`config.mk`:
```
export PLATFORM = sky130hd
export DESIGN_NAME = mersenne_twister_521_generator_unit
export DESIGN_NICKNAME = d
export VERILOG_FILES = /design/src/hdl/mt521_pkg.sv /design/src/hdl/mt521_store.sv /design/src/hdl/mersenne_twister_521_generator_unit.sv
export SDC_FILE = /design/constraint.sdc
export NUM_CORES = 2
export LEC_CHECK = 0
export BUFFER_PORTS_ARGS = -buffer_cell sky130_fd_sc_hd__clkbuf_2
export CAP_MARGIN = 20
export CORE_MARGIN = 5
export CORE_UTILIZATION = 53
export DETAILED_ROUTE_END_ITERATION = 12
export GPL_TIMING_DRIVEN = 0
export PLACE_DENSITY = 0.67
export SLEW_MARGIN = 20
export SYNTH_ARGS = -nofsm -noshare
export SYNTH_HDL_FRONTEND = slang
export SYNTH_HIERARCHICAL = 1
export SYNTH_SLANG_ARGS = --single-unit
export TNS_END_PERCENT = 30
```
`constraint.sdc`:
```
create_clock -name clk -period 15.65 [get_ports clk]
set_input_delay 3.13 -clock clk [delete_from_list [all_inputs] [get_ports clk]]
set_output_delay 3.13 -clock clk [all_outputs]
set_load 0.02 [all_outputs]
```
`src/hdl/mt521_pkg.sv`:
```
`default_nettype none

package mt521_pkg;

	// Word and state geometry
	localparam int WORD_W          = 32;
	localparam int DEF_STATE_WORDS = 17;
	localparam int TWIST_OFFSET    = 8;
	localparam int LOWER_BITS      = 23;

	// Seeding recurrence
	localparam logic [WORD_W-1:0] SEED_MULT  = 32'd1812433253;
	localparam int                SEED_SHIFT = 30;

	// Tempering shifts
	localparam int TEMPER_R1 = 12;
	localparam int TEMPER_LB = 7;
	localparam int TEMPER_LC = 15;
	localparam int TEMPER_R2 = 18;

	// Split of a word into upper and lower parts for the twist
	localparam logic [WORD_W-1:0] LOW_MASK  = 32'((64'd1 << LOWER_BITS) - 64'd1);
	localparam logic [WORD_W-1:0] HIGH_MASK = ~LOW_MASK;

	// Configuration register indexes
	localparam int                 CFG_INDEX_W      = 2;
	localparam logic [CFG_INDEX_W-1:0] REG_TWIST_MATRIX = 2'd0;
	localparam logic [CFG_INDEX_W-1:0] REG_TEMPER_B     = 2'd1;
	localparam logic [CFG_INDEX_W-1:0] REG_TEMPER_C     = 2'd2;

	// Commands
	localparam logic CMD_RESEED = 1'b0;
	localparam logic CMD_NEXT   = 1'b1;

	typedef logic [WORD_W-1:0] word_t;

	// Temper one state word with the configured masks
	function automatic word_t temper(input word_t x_in, input word_t mask_b,
		input word_t mask_c);
		word_t x;
		x = x_in;
		x = x ^ (x >> TEMPER_R1);
		x = x ^ ((x << TEMPER_LB) & mask_b);
		x = x ^ ((x << TEMPER_LC) & mask_c);
		x = x ^ (x >> TEMPER_R2);
		return x;
	endfunction

endpackage

`default_nettype wire

```
`src/hdl/mt521_store.sv`:
```
`default_nettype none

module mt521_store #(
	parameter int DEPTH = mt521_pkg::DEF_STATE_WORDS
) (
	input  wire logic                       clk,
	input  wire logic                       arst_n,
	input  wire logic                       we,
	input  wire logic [$clog2(DEPTH)-1:0]   waddr,
	input  wire mt521_pkg::word_t           wdata,
	input  wire logic [$clog2(DEPTH)-1:0]   raddr,
	output mt521_pkg::word_t                rdata
);
	import mt521_pkg::*;

	word_t            mem [DEPTH];
	word_t            rd_q;
	logic [DEPTH-1:0] valid_q;
	logic             rd_vld_q;

	// Write port and registered read port
	always_ff @(posedge clk) begin
		if (we) begin
			mem[waddr] <= wdata;
		end
		rd_q <= mem[raddr];
	end

	// Track written entries; an unwritten entry reads as zero
	always_ff @(posedge clk or negedge arst_n) begin
		if (!arst_n) begin
			valid_q  <= '0;
			rd_vld_q <= 1'b0;
		end else begin
			if (we) begin
				valid_q[waddr] <= 1'b1;
			end
			rd_vld_q <= valid_q[raddr];
		end
	end

	assign rdata = rd_vld_q ? rd_q : '0;

endmodule

`default_nettype wire

```
`src/hdl/mersenne_twister_521_generator_unit.sv`:
```
`default_nettype none

// Next request: busy in the output read state (ST_OUT), then the result strobe is registered.
// A next request that finds the state used up first twists all words, each state word
//   in ST_TW_CUR, ST_TW_NXT and ST_TW_WR (read word, read neighbor, read far word and write).
// Reseed request: busy while it fills the state (multiplier then add per word), no result.
// The receiver cannot stall; a new request may be accepted while a result shows.
// Reset clears the control and configuration registers, makes the state words read as zero and marks a twist pending.
module mersenne_twister_521_generator_unit #(
	parameter int STATE_WORDS = mt521_pkg::DEF_STATE_WORDS
) (
	input  wire logic                              clk,
	input  wire logic                              arst_n,
	input  wire logic                              start,
	output logic                                   busy,
	input  wire logic                              command,
	input  wire mt521_pkg::word_t                  seed_value,
	output logic                                   done,
	output mt521_pkg::word_t                       random_word,
	input  wire logic                              cfg_write,
	input  wire logic [mt521_pkg::CFG_INDEX_W-1:0] cfg_index,
	input  wire mt521_pkg::word_t                  cfg_data
);
	import mt521_pkg::*;

	localparam int AW      = $clog2(STATE_WORDS);
	localparam int PW      = $clog2(STATE_WORDS + 1);
	localparam int OFF_MOD = TWIST_OFFSET % STATE_WORDS;

	localparam logic [AW-1:0] LAST_IDX = AW'(STATE_WORDS - 1);
	localparam logic [PW-1:0] PENDING  = PW'(STATE_WORDS);

	localparam logic [2:0] ST_IDLE     = 3'd0;
	localparam logic [2:0] ST_SEED_WR  = 3'd1;
	localparam logic [2:0] ST_SEED_ADD = 3'd2;
	localparam logic [2:0] ST_TW_CUR   = 3'd3;
	localparam logic [2:0] ST_TW_NXT   = 3'd4;
	localparam logic [2:0] ST_TW_WR    = 3'd5;
	localparam logic [2:0] ST_OUT      = 3'd6;

	logic [2:0]    state_q;
	logic [AW-1:0] idx_q;
	logic [PW-1:0] pos_q;
	word_t         seed_q;
	word_t         prod_q;
	word_t         cur_q;
	word_t         nxt_q;
	word_t         matrix_q;
	word_t         mask_b_q;
	word_t         mask_c_q;
	word_t         word_q;
	logic          done_q;

	logic          mem_we;
	logic [AW-1:0] mem_waddr;
	word_t         mem_wdata;
	logic [AW-1:0] mem_raddr;
	word_t         mem_rdata;

	logic          accept;
	logic          idx_last;
	logic [AW-1:0] idx_next;
	logic [AW:0]   far_sum;
	logic [AW-1:0] far_idx;
	word_t         tw_y;
	word_t         tw_v;
	word_t         seed_mix;

	mt521_store #(
		.DEPTH(STATE_WORDS)
	) u_store (
		.clk   (clk),
		.arst_n(arst_n),
		.we    (mem_we),
		.waddr (mem_waddr),
		.wdata (mem_wdata),
		.raddr (mem_raddr),
		.rdata (mem_rdata)
	);

	assign busy   = (state_q != ST_IDLE);
	assign accept = start && !busy;

	// Index arithmetic: neighbor wraps to zero, far word wraps modulo the depth
	assign idx_last = (idx_q == LAST_IDX);
	assign idx_next = idx_last ? '0 : idx_q + AW'(1);
	assign far_sum  = {1'b0, idx_q} + (AW+1)'(OFF_MOD);
	assign far_idx  = (far_sum >= (AW+1)'(STATE_WORDS)) ?
		AW'(far_sum - (AW+1)'(STATE_WORDS)) : far_sum[AW-1:0];

	// Twist one word: far word arrives from memory in the write cycle
	assign tw_y = (cur_q & HIGH_MASK) | (nxt_q & LOW_MASK);
	assign tw_v = mem_rdata ^ (tw_y >> 1) ^ (tw_y[0] ? matrix_q : '0);

	assign seed_mix = seed_q ^ (seed_q >> SEED_SHIFT);

	// Memory access per state
	always_comb begin
		mem_we    = 1'b0;
		mem_waddr = idx_q;
		mem_wdata = tw_v;
		mem_raddr = (pos_q == PENDING) ? '0 : pos_q[AW-1:0];
		case (state_q)
			ST_SEED_WR: begin
				mem_we    = 1'b1;
				mem_wdata = seed_q;
			end
			ST_TW_CUR: begin
				mem_raddr = idx_next;
			end
			ST_TW_NXT: begin
				mem_raddr = far_idx;
			end
			ST_TW_WR: begin
				mem_we    = 1'b1;
				mem_raddr = idx_next;
			end
			default: begin
			end
		endcase
	end

	// Configuration writes; unknown indexes are dropped
	always_ff @(posedge clk or negedge arst_n) begin
		if (!arst_n) begin
			matrix_q <= '0;
			mask_b_q <= '0;
			mask_c_q <= '0;
		end else if (cfg_write) begin
			case (cfg_index)
				REG_TWIST_MATRIX: matrix_q <= cfg_data;
				REG_TEMPER_B:     mask_b_q <= cfg_data;
				REG_TEMPER_C:     mask_c_q <= cfg_data;
				default: begin
				end
			endcase
		end
	end

	// Sequencer: seed fill, twist sweep and output read
	always_ff @(posedge clk or negedge arst_n) begin
		if (!arst_n) begin
			state_q <= ST_IDLE;
			idx_q   <= '0;
			pos_q   <= PENDING;
			done_q  <= 1'b0;
		end else begin
			done_q <= 1'b0;
			case (state_q)
				ST_IDLE: begin
					if (accept) begin
						idx_q <= '0;
						if (command == CMD_RESEED) begin
							pos_q   <= PENDING;
							state_q <= ST_SEED_WR;
						end else if (pos_q == PENDING) begin
							state_q <= ST_TW_CUR;
						end else begin
							state_q <= ST_OUT;
						end
					end
				end
				ST_SEED_WR: begin
					state_q <= idx_last ? ST_IDLE : ST_SEED_ADD;
				end
				ST_SEED_ADD: begin
					idx_q   <= idx_q + AW'(1);
					state_q <= ST_SEED_WR;
				end
				ST_TW_CUR: begin
					state_q <= ST_TW_NXT;
				end
				ST_TW_NXT: begin
					state_q <= ST_TW_WR;
				end
				ST_TW_WR: begin
					idx_q <= idx_next;
					if (idx_last) begin
						pos_q   <= '0;
						state_q <= ST_OUT;
					end else begin
						state_q <= ST_TW_CUR;
					end
				end
				ST_OUT: begin
					pos_q   <= pos_q + PW'(1);
					done_q  <= 1'b1;
					state_q <= ST_IDLE;
				end
				default: begin
					state_q <= ST_IDLE;
				end
			endcase
		end
	end

	// Datapath registers
	always_ff @(posedge clk) begin
		if (accept && command == CMD_RESEED) begin
			seed_q <= seed_value;
		end else if (state_q == ST_SEED_ADD) begin
			seed_q <= prod_q + WORD_W'(idx_q) + WORD_W'(1);
		end
		if (state_q == ST_SEED_WR) begin
			prod_q <= SEED_MULT * seed_mix;
		end
		if (state_q == ST_TW_CUR) begin
			cur_q <= mem_rdata;
		end
		if (state_q == ST_TW_NXT) begin
			nxt_q <= mem_rdata;
		end
		if (state_q == ST_OUT) begin
			word_q <= temper(mem_rdata, mask_b_q, mask_c_q);
		end
	end

	assign done        = done_q;
	assign random_word = word_q;

`ifndef SYNTHESIS
	// A result follows only the output read cycle
	a_done_after_out: assert property (@(posedge clk) disable iff (!arst_n)
		done_q |-> $past(state_q == ST_OUT))
		else $error("result strobe without output read");

	// Read position never passes the pending mark
	a_pos_range: assert property (@(posedge clk) disable iff (!arst_n)
		pos_q <= PENDING)
		else $error("read position out of range");

	// A next request on used-up state starts a twist sweep at word zero
	a_twist_start: assert property (@(posedge clk) disable iff (!arst_n)
		(accept && command == CMD_NEXT && pos_q == PENDING)
		|=> (state_q == ST_TW_CUR && idx_q == '0))
		else $error("twist did not start");

	// Output read never sees a pending position
	a_out_pos: assert property (@(posedge clk) disable iff (!arst_n)
		(state_q == ST_OUT) |-> (pos_q != PENDING))
		else $error("output read with twist pending");

	// Sweep index stays inside the state
	a_idx_range: assert property (@(posedge clk) disable iff (!arst_n)
		(state_q != ST_IDLE) |-> (idx_q <= LAST_IDX))
		else $error("sweep index out of range");
`endif

endmodule

`default_nettype wire

```
======== Word-level counts from Yosys, hierarchy flattened ========
Memory sizes are Yosys's and may differ from the RTL's. A register that Yosys moved wholly into a read port is not among the register bits.
Cells that the tools add are included.
word-level totals
  flip-flop bits (word level) ............. 279
  RAM bits ................................ 544
  output and inout bits ................... 34
  word-level logic and storage cells ...... 97
  memories kept ........................... 1
operators by class
  add/sub/neg operators ................... 6
  multiply operators ...................... 1
  $lt $le $gt $ge ......................... 4
  equal/unequal tests ..................... 13
  mux-type cells .......................... 29
  bitwise logic cells ..................... 12
  reductions and logical operators ........ 17
memories
  name         words  bits a word  read ports  clocked after memory_dff  write ports  line               source
  u_store.mem  17     32           1           1                         1            mt521_store.sv:16  word_t mem [DEPTH];
operators by type and width
  operator                                                               count
  32-bit 2-to-1 mux                                                      5
  32-bit bitwise XOR                                                     3
  32-bit AND                                                             2
  5-bit 2-to-1 mux                                                       7
  32-bit by 1-bit adder with 32-bit output (second input constant)       1
  32-bit by 5-bit adder with 32-bit output                               1
  31-bit by 32-bit multiplier with 32-bit output (first input constant)  1
  32-bit by 23-bit OR with 32-bit output                                 1
  32-bit by 14-bit bitwise XOR with 32-bit output                        1
  32-bit by 2-bit bitwise XOR with 32-bit output                         1
  32-bit by 20-bit bitwise XOR with 32-bit output                        1
  32-bit by 31-bit bitwise XOR with 32-bit output                        1
  5-bit case mux with 3 select lines                                     2
  3-bit case mux with 6 select lines                                     1
  17-bit OR                                                              1
  5-bit by 6-bit < comparator with 1-bit output (second input constant)  2
  3-bit 2-to-1 mux                                                       4
  5-bit by 1-bit adder with 5-bit output (second input constant)         2
  5-bit equality test (second input constant)                            2
  5-bit case mux with 2 select lines                                     1
  3-bit equality test (second input constant)                            3
  3-bit nonzero test                                                     3
  2-bit AND reduction                                                    4
  5-bit by 4-bit adder with 6-bit output (second input constant)         1
  other kinds (20)                                                       31

======== Longest topological paths before layout ========
  depth after elaboration ................. 7
  gate-level depth with buffers ........... 25
  depth with buffers taken out ............ 25

======== By module ========
The synthesis kept the hierarchy.
by module, submodules not included
  module                               times used  cells an instance  area an instance (µm²)  seq. area each (µm²)
  mt521_store                          1           1064               22266.4                 17426.7
  mersenne_twister_521_generator_unit  1           1715               18358.9                 6048.3

======== Least setup slack after synthesis ========
No wires, ideal clock.
  path type ............................... register to register
  from .................................... register seed_q[31]
  to ...................................... register prod_q[28] (data pin)
  setup time .............................. 259 ps
  arrival time ............................ 6066 ps
  data required time ...................... 15391 ps
  setup slack ............................. 9325 ps
  stages on the path, launching flop included .. 26
  buffers on the path ..................... 0
  clock period less this slack ............ 6325 ps
  cell sequence ........................... edfxtp_1 xnor2_1 inv_1 xnor2_1 ha_1 or2_2 ha_1 inv_1 fa_1 inv_1 ha_1 fa_1 fa_1 fa_1 inv_1 fa_1 inv_1 ha_1 a21o_1 a21o_1 a21o_1 a21o_1 a21oi_1 o31a_2 nor4bb_1 a211o_1
on the way
  cells in the longest elaborated chain, start to end .. 2
ends and longest elaborated chain
  what                                            line                                        source
  from (decl)                                     mersenne_twister_521_generator_unit.sv:44   word_t seed_q;
  from (signal assigned)                          mersenne_twister_521_generator_unit.sv:200  seed_q <= seed_value;
  from (signal assigned)                          mersenne_twister_521_generator_unit.sv:202  seed_q <= prod_q + WORD_W'(idx_q) + WORD_W'(1);
  32-bit by 2-bit bitwise XOR with 32-bit output  mersenne_twister_521_generator_unit.sv:95   assign seed_mix = seed_q ^ (seed_q >> SEED_SHIFT);
  via seed_mix[1]                                 mersenne_twister_521_generator_unit.sv:67   word_t seed_mix;
  31-bit by 32-bit multiplier with 32-bit output  mersenne_twister_521_generator_unit.sv:205  prod_q <= SEED_MULT * seed_mix;
  to (signal assigned)                            mersenne_twister_521_generator_unit.sv:205
  to (decl)                                       mersenne_twister_521_generator_unit.sv:45   word_t prod_q;
The timed path passes the listed nets, and every way through them passes these cells.
A chain may end at the register's enable or synchronous reset.

======== Final worst setup path ========
Same ends and word-level chain as after synthesis.

==> impl_results.md <==
* Via/cell ratio at 5.722
* Later-pin clock latency in the skew report at 630 ps
* Worst endpoint required time at 16030 ps
* Netlist cell types at 73
* GRT Total Usage at 24.50%
* Maxcap violations at 0
* Highest clock rate at 134.6 MHz
* Arrival time at the worst endpoint at 7810 ps
* Fill cells at 5752
* Multi-input logic area at 15690 µm²
* Family with the most delay on the worst path: adder cells
* CP max-delay cell: xnor2_1
* Slew Viols, Final at 0
* Rows at 101
* Vias in the first global route at 24720
* Largest cells by area after synthesis: edfxtp_1, fa_1, ha_1, dfrtp_1, mux4_2
* Average cell area after synthesis at 14.62 µm²
* Area grow syn2layout at 13.16%
* WP buf/inv at 5
* Crit path max fanout at 5
* Clock tree sinks at 810
* Crit path largest cell delay at 830 ps
* Tmin final at 7432 ps
* Hold Path Cell Cnt at 1
* Detailed placement HPWL at 73590 µm
* Clk buf depth at 3
* Final period util at 47.49%
* Sequential cell area at 23480 µm²
* Final worst slack at 8218 ps
* Placeable Area at 75950 µm²
* Total gr overflow at 0
* Fin nets at 3450
* Placement Cell Area at 43230 µm²
* Design area at 45970 µm²
* ANT nets after route at 0
* Io pins at 105
* Hold Path Class: flop to flop
* Top cell type's share of synthesized area at 49.67%
* Most frequent cell after synthesis: edfxtp_1
* First-pass GRT wire length at 151700 µm
* Worst path depth at 25
* CP startpoint kind: flop
* Effective utilization at floorplan at 53.49%
* Area leader, netlist: edfxtp_1
* Hold Buf Count CTS at 0
* Pre-antenna DRT Iters at 5
* RSZ-0062 raised after global routing: no
* CP Capture Type: flop
* Worst-margin pin slew at 1124 ps
* Die width at 286.9 µm
* Layout cell share with drive strength beyond 1 at 18.18%
* Syn Inst Count at 2779
* Drt wl/cell at 24.21 µm
* R2r setup slk at 8220 ps
* Setup violations, final at 0
* Final Skew at 29.29 ps
* Crit path kind: flop to flop
* Post-Route WL at 99590 µm
* Seq/Total Area, Yosys at 57.78%
* Commonest cells post-synth: edfxtp_1, inv_1, ha_1
* Die Y at 286.9 µm
* Relative slew slack at 24.89%
* Final Util at 60.53%
* CTS Buf Count at 85
* Largest net degree at the start of global routing at 80
* Ys async rst share at 13.09%
* Reg clk slew, reported paths at 60 ps
* Setup TNS at 0 ps
* Full die area at 82290 µm²
* Status: finished clean
* Syn Std Cell Area at 40630 µm²
* DRT iter0 DRCs at 1971
* Routed vias at 23540
* Port Buf Inserts at 104
* Clock Root Buffer: clkbuf_16
* Post-CTS sizing at 0
* GP Congestion at 0.8890
* Top FF cell, synth: edfxtp_1
* CTS tree: yes
* Synth warnings at 6
* Number of flops mapped to enable cells by yosys at 672
* H-Tree Depth at 3
* Synth Net Count at 3218
* Initial antenna violation count at 0
* Post-CTS Setup Inserts at 0
* DRC at 0
* Final hold viol count at 0
* FF-to-FF path depth at 25
* Dpl ws at 8193 ps
* #FFs+latches synth at 810
-- routing by layer --
layer  track usage [%]  vias to the layer above  routed length (µm)
met5                 0                        -                   0
met4             6.067                        0                2553
met3             3.910                      153                6466
met2             41.76                      770               49890
met1             33.43                    12190               40680
li1                  -                    10420                   -
-- path summary, 6_finish.rpt --
check | start | endpoint
setup / recovery | seed_q[31] | prod_q[28]
hold / removal | u_store/valid_q[10] | u_store/valid_q[10]
setup reg to reg | seed_q[31] | prod_q[28]
hold reg to reg | u_store/valid_q[10] | u_store/valid_q[10]
max in group asynchronous | arst_n | pos_q[4]
min in group asynchronous | arst_n | mask_c_q[27]
-- state kept, by name, indices dropped and copies added (netlist names) --
| register | flops |
|---|---|
| mask_b_q | 25 |
| idx_q | 5 |
| cur_q | 9 |
| state_q | 3 |
| u_store/rd_q | 32 |
| pos_q | 5 |
| seed_q | 32 |
| u_store/rd_vld_q | 1 |
| u_store/mem | 544 |
| random_word | 32 |
| u_store/valid_q | 17 |
| nxt_q | 23 |
| mask_c_q | 17 |
| matrix_q | 32 |
| prod_q | 32 |
| done | 1 |
-- through the flow --
step	hold WS [ps]	cells
global route	478.9	4111
detailed placement	447.7	3954
CTS	467.2	4111
finish	466.2	4113
global placement	445.5	3913
floorplan	423.8	2779
-- cells by family after synthesis --
group	after synthesis	share of synthesized area (%)
muxes	244	9.360
adders and majority gates	368	14.05
DFF	810	57.78
and+or+nand+nor	424	5.076
xor gates and xnor gates	230	4.959
buffers and inverters	404	4.105
AOI/OAI and AO/OA	299	4.666
-- placed cells by master (no fill, tap or decap), types with 12 or more instances in the layout --
master and n:
a211oi_1 36, a21o_1 13, a21oi_1 90, a22oi_1 31, and2_1 32, buf_12 14, buf_2 17, buf_4 22
buf_6 15, clkbuf_1 71, clkbuf_16 86, clkbuf_2 103, clkinv_1 12, clkinv_2 22, dfrtp_1 104, dfxtp_1 32
edfxtp_1 672, fa_1 147, ha_1 221, inv_1 311, mux2_2 77, mux2i_1 66, mux4_2 101, nand2_1 148
nand3_1 27, nand3b_1 12, nor2_1 77, nor2_4 17, nor2b_1 42, o21ai_0 22, o21ai_1 21, o21ai_2 18
o22ai_1 32, or2_2 18, xnor2_1 148, xor2_1 82
-- layout make-up --
| class | count | area share, % |
|---|---|---|
| diodes | 2 | 0.01089 |
| plain buffers | 93 | 1.097 |
| clock buffers | 107 | 4.983 |
| clock inverters | 50 | 0.9771 |
| inverters | 311 | 2.539 |
| multi-input cells | 1565 | 34.12 |
| flip-flops and latches | 810 | 51.06 |
| well taps | 1030 | 2.803 |
| repair buffers | 145 | 2.406 |
Power is left out: the tool's default activity adds up to more than one toggle a clock period on the data nets, which glitch-free logic cannot reach.
